File: src/rtl/sswst_pkg.sv
// Shared types and constants for the sensor sample window statistics block.
// No dependencies.
package sswst_pkg;

  localparam int RING_DEPTH = 256;
  localparam int SLOT_W     = (RING_DEPTH > 1) ? $clog2(RING_DEPTH) : 1;
  localparam int COUNT_W    = $clog2(RING_DEPTH + 1);
  localparam int SUM_W      = 32 + COUNT_W;
  localparam int DVD_W      = SUM_W - 1 + 8;
  localparam int STEP_W     = $clog2(DVD_W);

  localparam logic [1:0] OP_READ  = 2'd0;
  localparam logic [1:0] OP_FLUSH = 2'd1;
  localparam logic [1:0] OP_CLEAR = 2'd2;

  localparam logic [1:0] RS_OK = 2'd0;

  localparam logic REG_RING_LENGTH = 1'b0;
  localparam logic REG_ERROR_LIMIT = 1'b1;

  localparam int FLAG_WRAP = 0;

  typedef struct packed {
    logic               wr_en;
    logic [SLOT_W-1:0]  wr_slot;
    logic [31:0]        wr_data;
    logic [SLOT_W-1:0]  start;
    logic [COUNT_W-1:0] count;
    logic [COUNT_W-1:0] len;
    logic [3:0]         flags;
    logic               healthy;
    logic [31:0]        good;
    logic [31:0]        failed;
    logic [31:0]        run;
    logic [1:0]         kind;
  } job_t;

  typedef enum logic [2:0] {
    ST_IDLE,
    ST_WRITE,
    ST_WALK,
    ST_DIV,
    ST_OUT
  } back_state_t;

endpackage

File: src/rtl/sswst_queue.sv
// Two-entry job queue between front and back.
// Depends on sswst_pkg for the job type.
module sswst_queue (
  input  logic            clk,
  input  logic            rst_n,
  input  logic            push,
  input  sswst_pkg::job_t push_job,
  input  logic            pop,
  output sswst_pkg::job_t pop_job,
  output logic            empty,
  output logic            full
);
  import sswst_pkg::*;

  job_t       q_r [2];
  logic       wp_r, rp_r;
  logic [1:0] cnt_r;

  assign empty   = (cnt_r == 2'd0);
  assign full    = (cnt_r == 2'd2);
  assign pop_job = q_r[rp_r];

  always_ff @(posedge clk) begin
    if (push) q_r[wp_r] <= push_job;
  end

  always_ff @(posedge clk) begin
    if (!rst_n) begin
      wp_r  <= 1'b0;
      rp_r  <= 1'b0;
      cnt_r <= 2'd0;
    end else begin
      if (push) wp_r <= ~wp_r;
      if (pop)  rp_r <= ~rp_r;
      cnt_r <= cnt_r + 2'(push) - 2'(pop);
    end
  end

endmodule

File: config.mk
export PLATFORM = sky130hd
export DESIGN_NAME = sswst_queue
export DESIGN_NICKNAME = d
export VERILOG_FILES = /design/src/rtl/sswst_pkg.sv /design/src/rtl/sswst_queue.sv
export SDC_FILE = /design/constraint.sdc
export NUM_CORES = 1
export LEC_CHECK = 0
export ABC_AREA = 1
export BUFFER_PORTS_ARGS = -buffer_cell sky130_fd_sc_hd__buf_2
export CAP_MARGIN = 40
export CORE_ASPECT_RATIO = 0.75
export CORE_UTILIZATION = 54
export DETAILED_ROUTE_END_ITERATION = 12
export HOLD_SLACK_MARGIN = 0.06
export PLACE_DENSITY_LB_ADDON = 0.05
export SLEW_MARGIN = 40
export SYNTH_ARGS = -nofsm -noshare
export SYNTH_HDL_FRONTEND = slang
export SYNTH_SLANG_ARGS = --single-unit
File: constraint.sdc
create_clock -name clk -period 19.4 [get_ports clk]
set_input_delay 1.94 -clock clk [delete_from_list [all_inputs] [get_ports clk]]
set_output_delay 1.94 -clock clk [all_outputs]
set_load 0.03 [all_outputs]
==> After elaboration in Yosys (flattened, before gate mapping) <==
Memory sizes are Yosys's and may differ from the RTL's. A register that Yosys moved wholly into a read port is not among the register bits.
Cells that the tools add are included.
{ "op_classes": {"muxes": 4, "n_eq_ne": 1, "reduce_logical": 1, "bitwise": 2, "n_addsub": 2} }
{ "op_table": {"columns": ["operator", "count"], "rows": [
  ["$mux 1", 4],
  ["$add 2x1->2", 1],
  ["$eq 2x2->1 const B", 1],
  ["$logic_not 2->1", 1],
  ["$not 1->1", 2],
  ["$sub 2x1->2", 1]
]} }
{ "totals": {"in_bits": 174, "ramBits": 340, "wordCells": 14, "regBits": 4, "out_inout_bits": 172, "n_memories": 1} }
{ "memory_table": {"columns": ["memory", "depth", "word_bits", "rd", "rd_clocked_by_memory_dff", "wr", "line", "text"], "rows": [
  ["q_r", 2, 170, 1, 1, 1, "sswst_queue.sv:15", "job_t q_r [2];"]
]} }

==> Depth between registers and ports, before layout <==
{ "depth": {"ltp_word": 3, "ltp_mapped": 9, "depth_no_buf": 9} }

==> Least setup slack after synthesis <==
No wires, ideal clock.
{ "synth_timing": {"path_type": "input-to-reg", "start": "input push", "end": "memory q_r[0][0] (netlist name), enable pin", "n_path_buf": 0, "path_slack_ns": 9.607, "cell_stages": 2, "t_arrival_ns": 9.086, "setup_time_ns": 0.707, "t_required_ns": 18.693, "cell_sequence": "inv_1 -> nor2_1"} }
{ "synth_via": {"elab_chain_len": 2} }
{ "synth_lines": {"columns": ["item", "line", "text"], "rows": [
  ["start: declaration", "sswst_queue.sv:6", "input logic push,"],
  ["$mux 1", "sswst_queue.sv:24", "if (push) q_r[wp_r] <= push_job;"],
  ["$mux 1 (not written as such)", "sswst_queue.sv:24", null],
  ["end: declaration", "sswst_queue.sv:15", null]
]} }
No other way between the ends.

==> flow_metrics.env <==
export IMPL_end_kind="primary output"
export IMPL_netlist_area_mm2=0.0129
export IMPL_routabilityCongestion=0.779
export IMPL_syn_avg_cell_area_um2=22.9
export IMPL_layout_commonest_cell="buf_2"
export IMPL_clock_skew_ns=0.00716
export IMPL_fmax_mhz=216
export IMPL_drc=0
export IMPL_place_hpwl_um=17000
export IMPL_wirelength_um=24900
export IMPL_status="finished clean"
export IMPL_viasPerCell=5.10
export IMPL_crit_path_start_kind="register"
export IMPL_grt_pass1_wl_um=36600
export IMPL_multi_input_area_mm2=0.00240
export IMPL_overflow=0
export IMPL_finalHoldViolCount=0
export IMPL_track_usage=0.198
export IMPL_ant_nets=0
export IMPL_worstMarginPinSlew_ns=0.791
export IMPL_ys_ff_latch=345
export IMPL_cts_root_buf="clkbuf_16"
export IMPL_grt_max_degree=94
export IMPL_layout_cells_non_filler=1257
export IMPL_slew_headroom=0.473
export IMPL_io_pins=346
export IMPL_insertion_delay_ns=0.49
export IMPL_maxCapViolations=0
export IMPL_route_vias_total=6415
export IMPL_area_growth_pct=24.4
export IMPL_wl_per_cell_um=19.8
export IMPL_std_cell_rows=48
export IMPL_setup_viol=0
export IMPL_layout_common_cells="345 x buf_2, 340 x edfxtp_1, 100 x mux2_4"
export IMPL_rsz0062_at_grt="false"
export IMPL_core_mm2=0.0232
export IMPL_netlist_area_leader_share=0.792
export IMPL_cts_path_max_buffers=3
export IMPL_postCtsHoldBufs=0
export IMPL_synthMuxAreaShare=0.178
export IMPL_ys_seq_area_frac=0.800
export IMPL_power_density_mw_per_mm2=108
export IMPL_die_area_mm2=0.0245
export IMPL_die_w_um=180
export IMPL_drt_iter0_markers=451
export IMPL_nets=1108
export IMPL_yosys_area_share_simple=0.00534
export IMPL_post_route_period_util=0.239
export IMPL_clkSlewWorstSetupHoldPaths_ns=0.06
export IMPL_holdCritPathClass="register to register"
export IMPL_peakVddDrop_mv=0.0869
export IMPL_cts_buffers=35
export IMPL_place_inst=1195
export IMPL_syn_inst=562
export IMPL_yosysTopAreaCell="edfxtp_1"
export IMPL_arrival_ns=2.69
export IMPL_post_cts_buffers=0
export IMPL_cts_tree="done"
export IMPL_nFillCells=1510
export IMPL_path_class="register to primary output"
export IMPL_tns_ns=0
export IMPL_initial_core_util=0.555
export IMPL_fp_dieH_um=136
export IMPL_report_final_slew_viol_count=0
export IMPL_synth_compound_area_frac=0.000388
export IMPL_port_buffers=345
export IMPL_drt_pass1_iterations=6
export IMPL_cp_max_fo=60
export IMPL_final_layout_size_suffix_gt1_frac=0.595
export IMPL_syn_nets=738
export IMPL_regArea_mm2=0.0103
export IMPL_cts_htree_levels=2
export IMPL_synth_top_family_by_area="multiplexers"
export IMPL_cp_required_ns=17.46
export IMPL_yosys_warnings=0
export IMPL_yosys_area_share_xor_xnor=0
export IMPL_cts_resized=0
export IMPL_cts_num_sinks=345
export IMPL_post_route_min_period_ns=4.63
export IMPL_yosys_area_share_adder=0.00194
export IMPL_grt_pass1_vias=6508
export IMPL_antenna_found_initial=4
export IMPL_synth_cell_types=12
export IMPL_leakage_nw=6.28
export IMPL_synth_area_leaders="edfxtp_1 79%, mux2_4 12%, mux2_2 6.1%, buf_6 1.0%, dfxtp_1 0.78%"
critical path, stage by stage (launching register included):
cell and delay, ns:
dfxtp_4 0.63, buf_12 0.31, buf_6 0.62, mux2_4 0.37, buf_2 0.19
power breakdown:
group | leakage [nW] | switching [mW] | internal (mW) | total [mW]
Clock | 0.527 | 0.258 | 0.387 | 0.645
Sequential | 3.23 | 0.0119 | 0.864 | 0.876
Combinational | 2.52 | 0.132 | 0.0805 | 0.213
cells by family after synthesis:
group | Yosys count
buffers and inverters | 26
AO/OA/AOI/OAI | 1
flip-flops | 345
adder cells (fa/ha/maj) | 2
AND/OR/NAND/NOR | 18
multiplexers | 170
cell usage after synthesis, drive strengths merged:
cell,instances
nor2,9
mux2,170
inv,7
a21oi,1
buf,19
dfxtp,5
nand3,1
nand2,8
ha,2
edfxtp,340
per-layer routing:
metal | track usage | vias to the layer above | routed length, um
met3 | 0.0619 | 38 | 1900
met2 | 0.337 | 243 | 12600
met5 | 0 | - | 10
met1 | 0.248 | 3160 | 9980
met4 | 0.0537 | 2 | 427
li1 | - | 2972 | -
per-stage QoR:
step | cell area [um2] | setup slack [ns] | utilization | power [mW] | hold WS (ns)
CTS | 16000 | 14.73 | 0.690 | 1.75 | 0.513
global placement | 14900 | 14.91 | 0.640 | 1.10 | 0.481
floorplan | 12900 | 9.61 | - | 1.04 | 0.463
global route | 16000 | 14.63 | 0.690 | 1.79 | 0.525
finish | 16000 | 14.77 | 0.690 | 1.73 | 0.509
detailed placement | 14900 | 15.26 | 0.643 | 1.11 | 0.499
registers in the layout, indices dropped and copies added, names as in the netlist, named ones only:
signal,cells
q_r,340
cnt_r,2
rp_r,1
wp_r,1
final timing paths:
check	startpoint	end	slack, ns	cells after the start
max	register	pop_job[141]	14.77	4
min reg2reg	rp_r$_SDFFE_PN0P_	register	0.51	2
max reg2reg	wp_r$_SDFFE_PN0P_	q_r[1][25]$_DFFE_PP_	17.18	3
min	rp_r$_SDFFE_PN0P_	register	0.51	2
final cells by class:
cell class              instances  area share
clock inverters                11     0.00788
repair buffers                352       0.114
flip-flops and latches        345       0.643
inverters                       7     0.00211
diodes                          3    0.000468
multi-input cells             191       0.149
clock buffers                  48      0.0603
well taps                     300      0.0234
No activity file was read; power rests on OpenSTA's default activity.
