**config.mk**
```make
export PLATFORM = sky130hd
export DESIGN_NAME = sswst_front
export DESIGN_NICKNAME = d
export VERILOG_FILES = /design/src/rtl/sswst_pkg.sv /design/src/rtl/sswst_front.sv
export SDC_FILE = /design/constraint.sdc
export NUM_CORES = 1
export LEC_CHECK = 0
export BUFFER_PORTS_ARGS = -buffer_cell sky130_fd_sc_hd__buf_2
export CAP_MARGIN = 20
export CORE_MARGIN = 1
export CORE_UTILIZATION = 51
export DETAILED_ROUTE_END_ITERATION = 8
export GPL_TIMING_DRIVEN = 0
export PLACE_DENSITY = 0.78
export SLEW_MARGIN = 5
export SYNTH_ARGS = -nofsm -noshare
export SYNTH_HDL_FRONTEND = slang
export SYNTH_SLANG_ARGS = --single-unit
export TNS_END_PERCENT = 50
```
**constraint.sdc**
```tcl
create_clock -name clk -period 7.67 [get_ports clk]
set_input_delay 0.3835 -clock clk [delete_from_list [all_inputs] [get_ports clk]]
set_output_delay 0.3835 -clock clk [all_outputs]
set_load 0.05 [all_outputs]
```
**src/rtl/sswst_pkg.sv**
```systemverilog
// Shared types and constants for the sensor sample window statistics block.
// No dependencies.
package sswst_pkg;

  localparam int RING_DEPTH = 256;
  localparam int SLOT_W     = (RING_DEPTH > 1) ? $clog2(RING_DEPTH) : 1;
  localparam int COUNT_W    = $clog2(RING_DEPTH + 1);
  localparam int SUM_W      = 32 + COUNT_W;
  localparam int DVD_W      = SUM_W - 1 + 8;
  localparam int STEP_W     = $clog2(DVD_W);

  localparam logic [1:0] OP_READ  = 2'd0;
  localparam logic [1:0] OP_FLUSH = 2'd1;
  localparam logic [1:0] OP_CLEAR = 2'd2;

  localparam logic [1:0] RS_OK = 2'd0;

  localparam logic REG_RING_LENGTH = 1'b0;
  localparam logic REG_ERROR_LIMIT = 1'b1;

  localparam int FLAG_WRAP = 0;

  typedef struct packed {
    logic               wr_en;
    logic [SLOT_W-1:0]  wr_slot;
    logic [31:0]        wr_data;
    logic [SLOT_W-1:0]  start;
    logic [COUNT_W-1:0] count;
    logic [COUNT_W-1:0] len;
    logic [3:0]         flags;
    logic               healthy;
    logic [31:0]        good;
    logic [31:0]        failed;
    logic [31:0]        run;
    logic [1:0]         kind;
  } job_t;

  typedef enum logic [2:0] {
    ST_IDLE,
    ST_WRITE,
    ST_WALK,
    ST_DIV,
    ST_OUT
  } back_state_t;

endpackage

```
**src/rtl/sswst_front.sv**
```systemverilog
// Front end: config registers, item classification, counters and ring pointers.
// Depends on sswst_pkg; emits one job per accepted item.
module sswst_front (
  input  logic                 clk,
  input  logic                 rst_n,
  input  logic                 cfg_we,
  input  logic                 cfg_index,
  input  logic [15:0]          cfg_data,
  input  logic                 in_take,
  input  logic [1:0]           in_opcode,
  input  logic [1:0]           in_read_status,
  input  logic signed [31:0]   in_sample_value,
  output sswst_pkg::job_t      job
);
  import sswst_pkg::*;

  logic [8:0]         ring_length_r;
  logic [15:0]        error_limit_r;
  logic [SLOT_W-1:0]  slot_r, slot_nxt;
  logic [COUNT_W-1:0] held_r, held_nxt;
  logic [3:0]         flags_r, flags_nxt;
  logic [31:0]        good_r, good_nxt, failed_r, failed_nxt, run_r, run_nxt;
  logic [1:0]         kind_r, kind_nxt;

  logic [COUNT_W-1:0] len, ws, hc;
  logic [COUNT_W:0]   start_tmp;
  logic [COUNT_W-1:0] start_w;

  always_comb begin
    if (ring_length_r == 9'd0) len = COUNT_W'(1);
    else if (32'(ring_length_r) > RING_DEPTH) len = COUNT_W'(RING_DEPTH);
    else len = COUNT_W'(ring_length_r);
    ws = (COUNT_W'(slot_r) >= len) ? '0 : COUNT_W'(slot_r);
    hc = (held_r > len) ? len : held_r;
  end

  always_comb begin
    logic [COUNT_W-1:0] ws_n;
    ws_n       = ws;
    held_nxt   = hc;
    flags_nxt  = flags_r;
    good_nxt   = good_r;
    failed_nxt = failed_r;
    run_nxt    = run_r;
    kind_nxt   = kind_r;
    case (in_opcode)
      OP_READ: begin
        if (in_read_status == RS_OK) begin
          if (hc == len) flags_nxt[FLAG_WRAP] = 1'b1;
          else held_nxt = hc + COUNT_W'(1);
          ws_n     = (ws + COUNT_W'(1) == len) ? '0 : ws + COUNT_W'(1);
          good_nxt = good_r + 32'd1;
          run_nxt  = '0;
        end else begin
          flags_nxt[in_read_status] = 1'b1;
          kind_nxt   = in_read_status;
          failed_nxt = failed_r + 32'd1;
          if (run_r != '1) run_nxt = run_r + 32'd1;
        end
      end
      OP_FLUSH: begin
        ws_n     = '0;
        held_nxt = '0;
      end
      OP_CLEAR: flags_nxt = '0;
      default: ;
    endcase
    slot_nxt = SLOT_W'(ws_n);
    // oldest held entry, one wrap at most
    start_tmp = {1'b0, ws_n} + {1'b0, len} - {1'b0, held_nxt};
    if (start_tmp >= {1'b0, len}) start_tmp = start_tmp - {1'b0, len};
    start_w = start_tmp[COUNT_W-1:0];
  end

  always_comb begin
    job.wr_en   = (in_opcode == OP_READ) && (in_read_status == RS_OK);
    job.wr_slot = SLOT_W'(ws);
    job.wr_data = in_sample_value;
    job.start   = SLOT_W'(start_w);
    job.count   = held_nxt;
    job.len     = len;
    job.flags   = flags_nxt;
    job.healthy = run_nxt <= {16'd0, error_limit_r};
    job.good    = good_nxt;
    job.failed  = failed_nxt;
    job.run     = run_nxt;
    job.kind    = kind_nxt;
  end

  always_ff @(posedge clk) begin
    if (!rst_n) begin
      ring_length_r <= 9'd256;
      error_limit_r <= 16'd3;
      slot_r        <= '0;
      held_r        <= '0;
      flags_r       <= '0;
      good_r        <= '0;
      failed_r      <= '0;
      run_r         <= '0;
      kind_r        <= '0;
    end else if (cfg_we) begin
      if (cfg_index == REG_RING_LENGTH) begin
        ring_length_r <= cfg_data[8:0];
        slot_r        <= '0;
        held_r        <= '0;
      end else begin
        error_limit_r <= cfg_data;
      end
    end else if (in_take) begin
      slot_r   <= slot_nxt;
      held_r   <= held_nxt;
      flags_r  <= flags_nxt;
      good_r   <= good_nxt;
      failed_r <= failed_nxt;
      run_r    <= run_nxt;
      kind_r   <= kind_nxt;
    end
  end

endmodule

```
=== Yosys cells after proc, flatten, opt, wreduce, memory -nomap -nowiden ===
Index checks and enable logic that the tools add are counted.

* Input port bits: 57
* Output and inout bits: 170
* Register bits: 144
* Word-level logic and storage cells: 75

* Bitwise gates (word level): 3
* Add/subtract/negate cells: 8
* Muxes and demuxes: 32
* Eq/ne operators: 6
* Reductions and logical operators: 10
* Order comparisons: 7

{| class="wikitable"
|+ Operators with widths
! cell !! number
|-
| two-way mux 32 bit || 7
|-
| adder 32 x 1 -> 32 bit, second input constant || 3
|-
| two-way mux 9 bit || 10
|-
| two-way mux 8 bit || 5
|-
| one-hot mux 9 bit (2 select lines) || 2
|-
| <= comparator 32 x 16 -> 1 bit || 1
|-
| != test 32 bit, second input constant || 1
|-
| equality test 9 bit || 2
|-
| adder 9 x 9 -> 10 bit || 1
|-
| >= comparator 10 x 9 -> 1 bit || 1
|-
| subtractor 10 x 9 -> 10 bit || 1
|-
| adder 8 x 1 -> 9 bit, second input constant || 1
|-
| adder 9 x 1 -> 9 bit, second input constant || 1
|-
| >= comparator 8 x 9 -> 1 bit || 1
|-
| greater-than comparator 9 bit || 1
|-
| greater-than comparator 9 bit, second input constant || 1
|-
| logical NOT 9 bit || 1
|-
| one-hot mux 4 bit (2 select lines) || 1
|-
| AND reduction 2 bit || 4
|-
| subtractor 8 bit || 1
|-
| logical NOT 2 bit || 2
|-
| two-way mux 2 bit || 2
|-
| bitwise OR 4 bit || 1
|-
| < comparator 2 x 3 -> 1 bit, second input constant || 1
|-
| 10 further kinds || 14
|}

=== Longest topological paths before layout ===
Gate-level depths: netlist of run 1.

* Word-level depth: 14
* Gate-level depth with buffers: 36
* Gate-level depth less buffers: 32

=== Worst setup path after synthesis of run 1 ===
OpenSTA, ideal clock, no wires.

* Path type: register -> output
* From: reg ring_length_r[2]
* To: out job[121] (netlist bit)
* Data required time: 7.286 ns
* Setup slack: -1.583 ns
* Cell stages (with the launch flop): 34
* Path buffers: 4
* Data arrival time: 8.870 ns
* Path through: dfxtp_1 > clkbuf_1 > nor4_1 > a22oi_2 > inv_1 > ha_1 > nand2b_1 > a31oi_1 > o21a_1 > clkbuf_1 > and2_1 > ha_1 > buf_1 > nand3_1 > xnor2_1 > nor4b_1 > a31oi_1 > o32ai_1 > a31oi_1 > clkbuf_1 > a22oi_1 > fa_1 > inv_1 > fa_1 > xor2_1 > ha_1 > a21o_1 > a21oi_1 > nor2b_1 > o21a_1 > o311ai_0 > nand2_1 > a211oi_2 > mux2i_1

{| class="wikitable"
|+ RTL lines
! item !! line !! RTL
|-
| from (decl) || sswst_front.sv:17 || <nowiki>logic [8:0] ring_length_r;</nowiki>
|-
| from (signal assigned) || sswst_front.sv:103 || <nowiki>ring_length_r <= cfg_data[8:0];</nowiki>
|-
| to (decl) || sswst_front.sv:13 || <nowiki>output sswst_pkg::job_t job</nowiki>
|}

==> flow_metrics.py, run 1 <==
metrics = {
    "outcome": {
        "status": "finished, violations left",
        "violations": "negative setup slack",
    },
    "pwr": {
        "share_comb_of_total_power_pct": 31.1,
        "total_power_mw": 2.34,
        "peakVddDrop_mv": 0.165,
        "leakage_nw": 5.84,
        "p_int_mw": 1.54,
        "seqPwrFrac_pct": 32.8,
        "p_sw_share_pct": 34.0,
        "p_sw_uw": 795,
        "p_per_area_nw_per_um2": 169,
        "clkPwrFrac_pct": 36.1,
    },
    "clock_tree": {
        "clk_latency_ns": 0.43,
        "cts_buffer_depth": 2,
        "root_buffer": "clkbuf_16",
        "cts_tree": "done",
        "cts_made_buffers": 17,
        "path_clk_slew_ns": 0.06,
        "postCtsHoldBufs": 0,
        "cts_sinks": 144,
        "ctsHtreeMaxLevel": 4,
    },
    "sta": {
        "tns_ns": -2.47,
        "fmax_ghz": 0.125,
        "finClkSkew_ns": 0.00807,
        "period_minus_slack_ns": 7.99,
        "drv_slew": 0,
        "post-route-period-util_pct": 104,
        "rsz0062_at_grt": "yes",
        "slew_headroom_pct": 44.3,
        "setup_viol": 8,
        "finalHoldViolCount": 0,
        "fin_ws_ns": -0.319,
        "timing.hold.ws_ns": 0.189,
        "tightest_slew_ns": 0.831,
    },
    "route": {
        "firstDrtPassIters": 5,
        "wl_per_cell_um": 17.3,
        "drc": 0,
        "wl_um": 35200,
        "num_vias": 11800,
        "via_per_inst": 5.80,
        "ant_nets": 0,
        "drt_iter0_drc": 987,
    },
    "finish": {
        "final_cell_mix": "217 x nand2_1, 190 x buf_2, 171 x nor2_1, 138 x dfxtp_1, 108 x a21oi_1",
        "fin_cells": 2033,
        "syn_to_final_growth_pct": 26.2,
        "stdcell_area_um2": 13900,
        "drive_gt1_share_pct": 23.7,
        "nFillCells": 1812,
        "fin_nets": 1869,
        "layout_commonest_cell": "nand2_1",
        "diodes": 0,
    },
    "place": {
        "numPortBuffers": 193,
        "placed_cell_area_um2": 12500,
        "gp_congestion": 0.958,
        "hpwl_um": 25100,
        "dpl.cell_count": 1958,
    },
    "worst_setup_path": {
        "critPathLaunchType": "flip-flop",
        "reg2reg_from": "ring_length_r[8]$_SDFFE_PN1P_",
        "required_ns": 7.29,
        "crit_type": "flip-flop to output pin",
        "r2r-end": "slot_r[7]$_SDFFE_PN0P_",
        "crit_path_end_kind": "output pin",
        "crit_top_cell": "ha_4",
        "crit_slowest_cell": "fa_1",
        "startpoint": "ring_length_r[8]$_SDFFE_PN1P_",
        "crit_end": "job[127]",
        "r2r_slack_ns": 3.52,
        "critPathMaxFanout": 8,
        "cp.arrival_ns": 7.61,
        "r2r_cells": 22,
        "cp_slowest_stage_delay_ns": 0.58,
    },
    "synth": {
        "synthCells": 1490,
        "synthArstFlopShare_pct": 0,
        "yosysSeqAreaShare_pct": 26.2,
        "synth-seq-cells": 144,
        "syn_nets": 1614,
        "ys.warnings.count": 0,
        "synthDistinctLibCells": 77,
        "synth_area_um2": 11000,
        "ys.flop_type": "dfxtp_1",
        "avgSynthCellArea_um2": 7.37,
        "synth_edf_count": 0,
    },
    "floorplanning": {
        "start_util_pct": 52.1,
        "floorplan.rows": 53,
        "io_pins": 227,
        "die_h_um": 149,
        "dieArea_um2": 22100,
        "die_w_um": 149,
        "core_area_um2": 21100,
    },
    "global_routing": {
        "grt_first_pass_wirelength_um": 53600,
        "grt_pass1_vias": 10700,
        "grt_use_total_pct": 30.6,
        "grt_max_degree": 17,
        "gr-total-overflow": 0,
        "antenna_found_initial": 1,
    },
    "run": {
        "maxCapViolCount": 0,
    },
    "worst_hold_path": {
        "worstHoldPathType": "primary input to flip-flop",
        "hold_start": "cfg_data[12]",
        "hold-path-cell-count": 3,
    },
}
state kept, by name, indices dropped and copies added, names as in the netlist:
name	flops
good_r	32
slot_r	8
held_r	9
error_limit_r	16
flags_r	4
failed_r	32
kind_r	2
ring_length_r	9
run_r	32
layout make-up:
| class | instances | area (µm²) | share of cell area (%) |
|---|---|---|---|
| inverter | 64 | 251 | 1.81 |
| clock buffer | 18 | 429 | 3.09 |
| sequential | 144 | 2890 | 20.9 |
| timing repair buffer | 239 | 1410 | 10.2 |
| tap | 275 | 344 | 2.48 |
| clock inverter | 14 | 159 | 1.15 |
| multi-input combinational | 1173 | 7820 | 56.4 |
| buffer | 106 | 559 | 4.03 |
synthesized netlist by cell type, types with 4 or more instances:
master / instances / share of area [%]
mux2_2: 9 / 0.92
nand2_1: 224 / 7.7
nor2_1: 172 / 5.9
nand3_1: 49 / 2.2
buf_1: 7 / 0.24
ha_1: 57 / 6.5
and3_1: 16 / 0.91
or3_1: 35 / 2.0
xor2_1: 73 / 5.8
clkbuf_1: 63 / 2.2
dfxtp_1: 144 / 26
nor3b_1: 5 / 0.34
xnor2_1: 91 / 7.3
nand4_1: 27 / 1.5
o21a_1: 4 / 0.27
a21oi_1: 113 / 5.1
nor3_1: 34 / 1.5
o22ai_1: 7 / 0.40
nand2b_1: 5 / 0.28
a221oi_1: 4 / 0.32
nor2b_1: 6 / 0.34
o21ai_0: 60 / 2.7
a31oi_1: 18 / 1.0
a2111oi_0: 4 / 0.32
and4_1: 11 / 0.88
a22oi_1: 7 / 0.48
buf_2: 5 / 0.23
o31ai_1: 8 / 0.55
a211oi_1: 10 / 0.68
o211ai_1: 5 / 0.34
a21o_1: 13 / 0.89
or2_2: 6 / 0.34
nor4_1: 10 / 0.57
fa_1: 10 / 1.8
buf_4: 32 / 2.2
or4_1: 4 / 0.27
o21bai_1: 4 / 0.27
and2_1: 17 / 0.97
inv_1: 62 / 2.1
metal layers:
metal | track usage, % | wire length [µm]
met1 | 40.0 | 14600
met2 | 49.6 | 16600
met3 | 4.89 | 2860
met4 | 13.4 | 1230
met5 | 0 | 0
worst min path at each step:
stage / endpoint / slack [ns]
after floorplan: flags_r[3]$_SDFFE_PN0P_ / 0.44
after global routing: error_limit_r[9]$_SDFFE_PN0P_ / 0.20
after global placement: flags_r[1]$_SDFFE_PN0P_ / 0.44
after detailed placement: flags_r[1]$_SDFFE_PN0P_ / 0.45
final: error_limit_r[12]$_SDFFE_PN0P_ / 0.19
after CTS: error_limit_r[9]$_SDFFE_PN0P_ / 0.18
worst max-delay path: cells and delay by family (launching register included):
kind | cells | cell delay (ns)
buffers and inverters | 8 | 1.05
AOI/OAI and AO/OA | 13 | 2.51
adders and majority gates | 5 | 1.78
DFF | 1 | 0.37
muxes | 1 | 0.31
and+or+nand+nor | 7 | 0.95
xor gates and xnor gates | 1 | 0.17
power groups by stage:
stage / clock network (mW) / registers (mW) / logic, mW
finish: 0.845 / 0.767 / 0.726
global route: 0.882 / 0.767 / 0.761
CTS: 0.849 / 0.765 / 0.681
detailed placement: 0 / 0.782 / 0.540
global placement: 0 / 0.782 / 0.530
floorplan: 0 / 0.780 / 0.428
what timing repair did:
action / 4_1_cts / 5_1_grt
resized for setup: 64 / 39
buffers inserted: 33 / 13
endpoints found under the setup margin: 8 / 8
pin swaps: 35 / 34
through the flow:
step	util [%]	worst slack [ns]
after floorplan	-	-0.212
after global placement	59.1	-0.809
after detailed placement	59.2	-0.924
after CTS	64.6	-0.319
after global routing	65.8	-0.478
final	65.8	-0.319
logic make-up (layout without fill, tap and decap cells):
family          after synthesis  count (layout)  synth area share [%]
mux                          12              12                  1.20
compound gates              288             288                  16.2
simple gates                642             642                  27.9
fa+ha+maj                    67              67                  8.31
xor+xnor                    164             164                  13.1
buf+inv                     173             441                  7.15
flops                       144             144                  26.2
No activity file was read; power rests on OpenSTA's default activity.
==> run 2, diff against run 1 <==
SKIP_CTS_REPAIR_TIMING = 1   (was not set)
==> flow_metrics.py, run 2 (synthesis gave the netlist of run 1 again) <==
metrics = {
    "worst_setup_path": {
        "crit_type": "flip-flop to output pin",
        "crit_slowest_cell": "fa_1",
        "r2r_slack_ns": 3.08,
        "critPathMaxFanout": 7,
        "cp_slowest_stage_delay_ns": 0.45,
        "cp.arrival_ns": 8.09,
        "critPathLaunchType": "flip-flop",
        "crit_path_end_kind": "output pin",
        "required_ns": 7.29,
    },
    "sta": {
        "period_minus_slack_ns": 8.47,
        "fin_ws_ns": -0.803,
        "post-route-period-util_pct": 110,
        "tightest_slew_ns": 0.907,
        "rsz0062_at_grt": "yes",
        "slew_headroom_pct": 39.2,
        "drv_slew": 0,
        "tns_ns": -6.29,
        "setup_viol": 8,
        "finalHoldViolCount": 0,
        "fmax_ghz": 0.118,
        "finClkSkew_ns": 0.00878,
    },
    "floorplanning": {
        "die_h_um": 149,
        "core_area_um2": 21100,
        "floorplan.rows": 53,
        "io_pins": 227,
        "start_util_pct": 52.1,
        "die_w_um": 149,
        "dieArea_um2": 22100,
    },
    "finish": {
        "layout_commonest_cell": "nand2_1",
        "reg_top3": "failed_r (32), good_r (32), run_r (32)",
        "nFillCells": 1833,
        "syn_to_final_growth_pct": 24.8,
        "diodes": 0,
        "drive_gt1_share_pct": 22.4,
        "fin_nets": 1864,
        "fin_cells": 2028,
        "final_cell_mix": "221 x nand2_1, 192 x buf_2, 169 x nor2_1, 140 x dfxtp_1, 109 x a21oi_1",
    },
    "outcome": {
        "violations": "negative setup slack",
        "status": "finished, violations left",
    },
    "global_routing": {
        "antenna_found_initial": 0,
        "grt_pass1_vias": 10300,
        "grt_max_degree": 17,
        "gr-total-overflow": 0,
        "grt_first_pass_wirelength_um": 51600,
        "grt_use_total_pct": 29.4,
    },
    "route": {
        "via_per_inst": 5.85,
        "ant_nets": 0,
        "drt_iter0_drc": 1000,
        "drc": 0,
        "wl_um": 34600,
        "wl_per_cell_um": 17.0,
        "num_vias": 11900,
        "firstDrtPassIters": 5,
    },
    "clock_tree": {
        "cts_tree": "done",
        "cts_buffer_depth": 2,
        "cts_made_buffers": 17,
        "path_clk_slew_ns": 0.06,
        "ctsHtreeMaxLevel": 4,
        "cts_sinks": 144,
        "root_buffer": "clkbuf_16",
        "clk_latency_ns": 0.43,
    },
    "worst_hold_path": {
        "worstHoldPathType": "primary input to flip-flop",
    },
    "place": {
        "hpwl_um": 25100,
        "dpl.cell_count": 1958,
        "gp_congestion": 0.958,
        "numPortBuffers": 193,
    },
    "run": {
        "maxCapViolCount": 0,
    },
    "pwr": {
        "leakage_nw": 5.74,
        "p_per_area_nw_per_um2": 166,
        "total_power_mw": 2.28,
        "peakVddDrop_mv": 0.166,
    },
}
run 2: cell types whose count changed in the layout (fill, tap and decap cells not counted), sizes merged:
cell    change
clkbuf      +1
buf         -6
run 2: routing by layer:
layer / vias up / wire (µm) / GRT usage, %
met5: - / 0 / 0
met4: 0 / 1260 / 11.5
met3: 109 / 3000 / 4.34
met2: 602 / 16200 / 47.6
met1: 5517 / 14100 / 39.3
li1: 5629 / - / -
run 2: worst max-delay path: cells and delay by family (launching register included):
family                     cells  cell delay (ns)
xor gates and xnor gates       1             0.19
muxes                          1             0.31
DFF                            1             0.37
adders and majority gates      5             1.45
buffers and inverters         10             1.45
and+or+nand+nor                7             0.85
AOI/OAI and AO/OA             13             2.96
run 2: final timing paths:
| path | startpoint | to | cells past startpoint |
|---|---|---|---|
| max reg2reg | ring_length_r[8]$_SDFFE_PN1P_ | slot_r[5]$_SDFFE_PN0P_ | 24 |
| max | ring_length_r[8]$_SDFFE_PN1P_ | job[125] | 37 |
| min | cfg_data[12] | error_limit_r[12]$_SDFFE_PN0P_ | 3 |
| min reg2reg | error_limit_r[12]$_SDFFE_PN0P_ | error_limit_r[12]$_SDFFE_PN0P_ | 2 |
run 2: final cells by class:
type	count	area, µm²	share of cell area (%)
Multi-Input combinational cell	1173	7700	56.1
Buffer	107	571	4.16
Tap cell	275	344	2.51
Timing Repair Buffer	233	1380	10.0
Sequential cell	144	2890	21.1
Clock inverter	14	159	1.16
Inverter	64	251	1.83
Clock buffer	18	429	3.13
run 2: where the power goes:
group / total (mW) / switching [mW] / internal [mW]
registers: 0.766 / 0.00906 / 0.757
logic: 0.673 / 0.404 / 0.269
clock network: 0.844 / 0.360 / 0.484
run 2: per-stage QoR:
step	area, µm²	hold WS [ns]	utilization (%)	worst slack, ns
4_1_cts	13100	0.178	61.9	-1.42
2_1_floorplan	11200	0.436	-	-0.212
5_1_grt	13700	0.196	65.0	-1.06
3_5_place_dp	12500	0.449	59.2	-0.924
3_3_place_gp	12500	0.441	59.1	-0.809
6_report	13700	0.187	65.0	-0.803
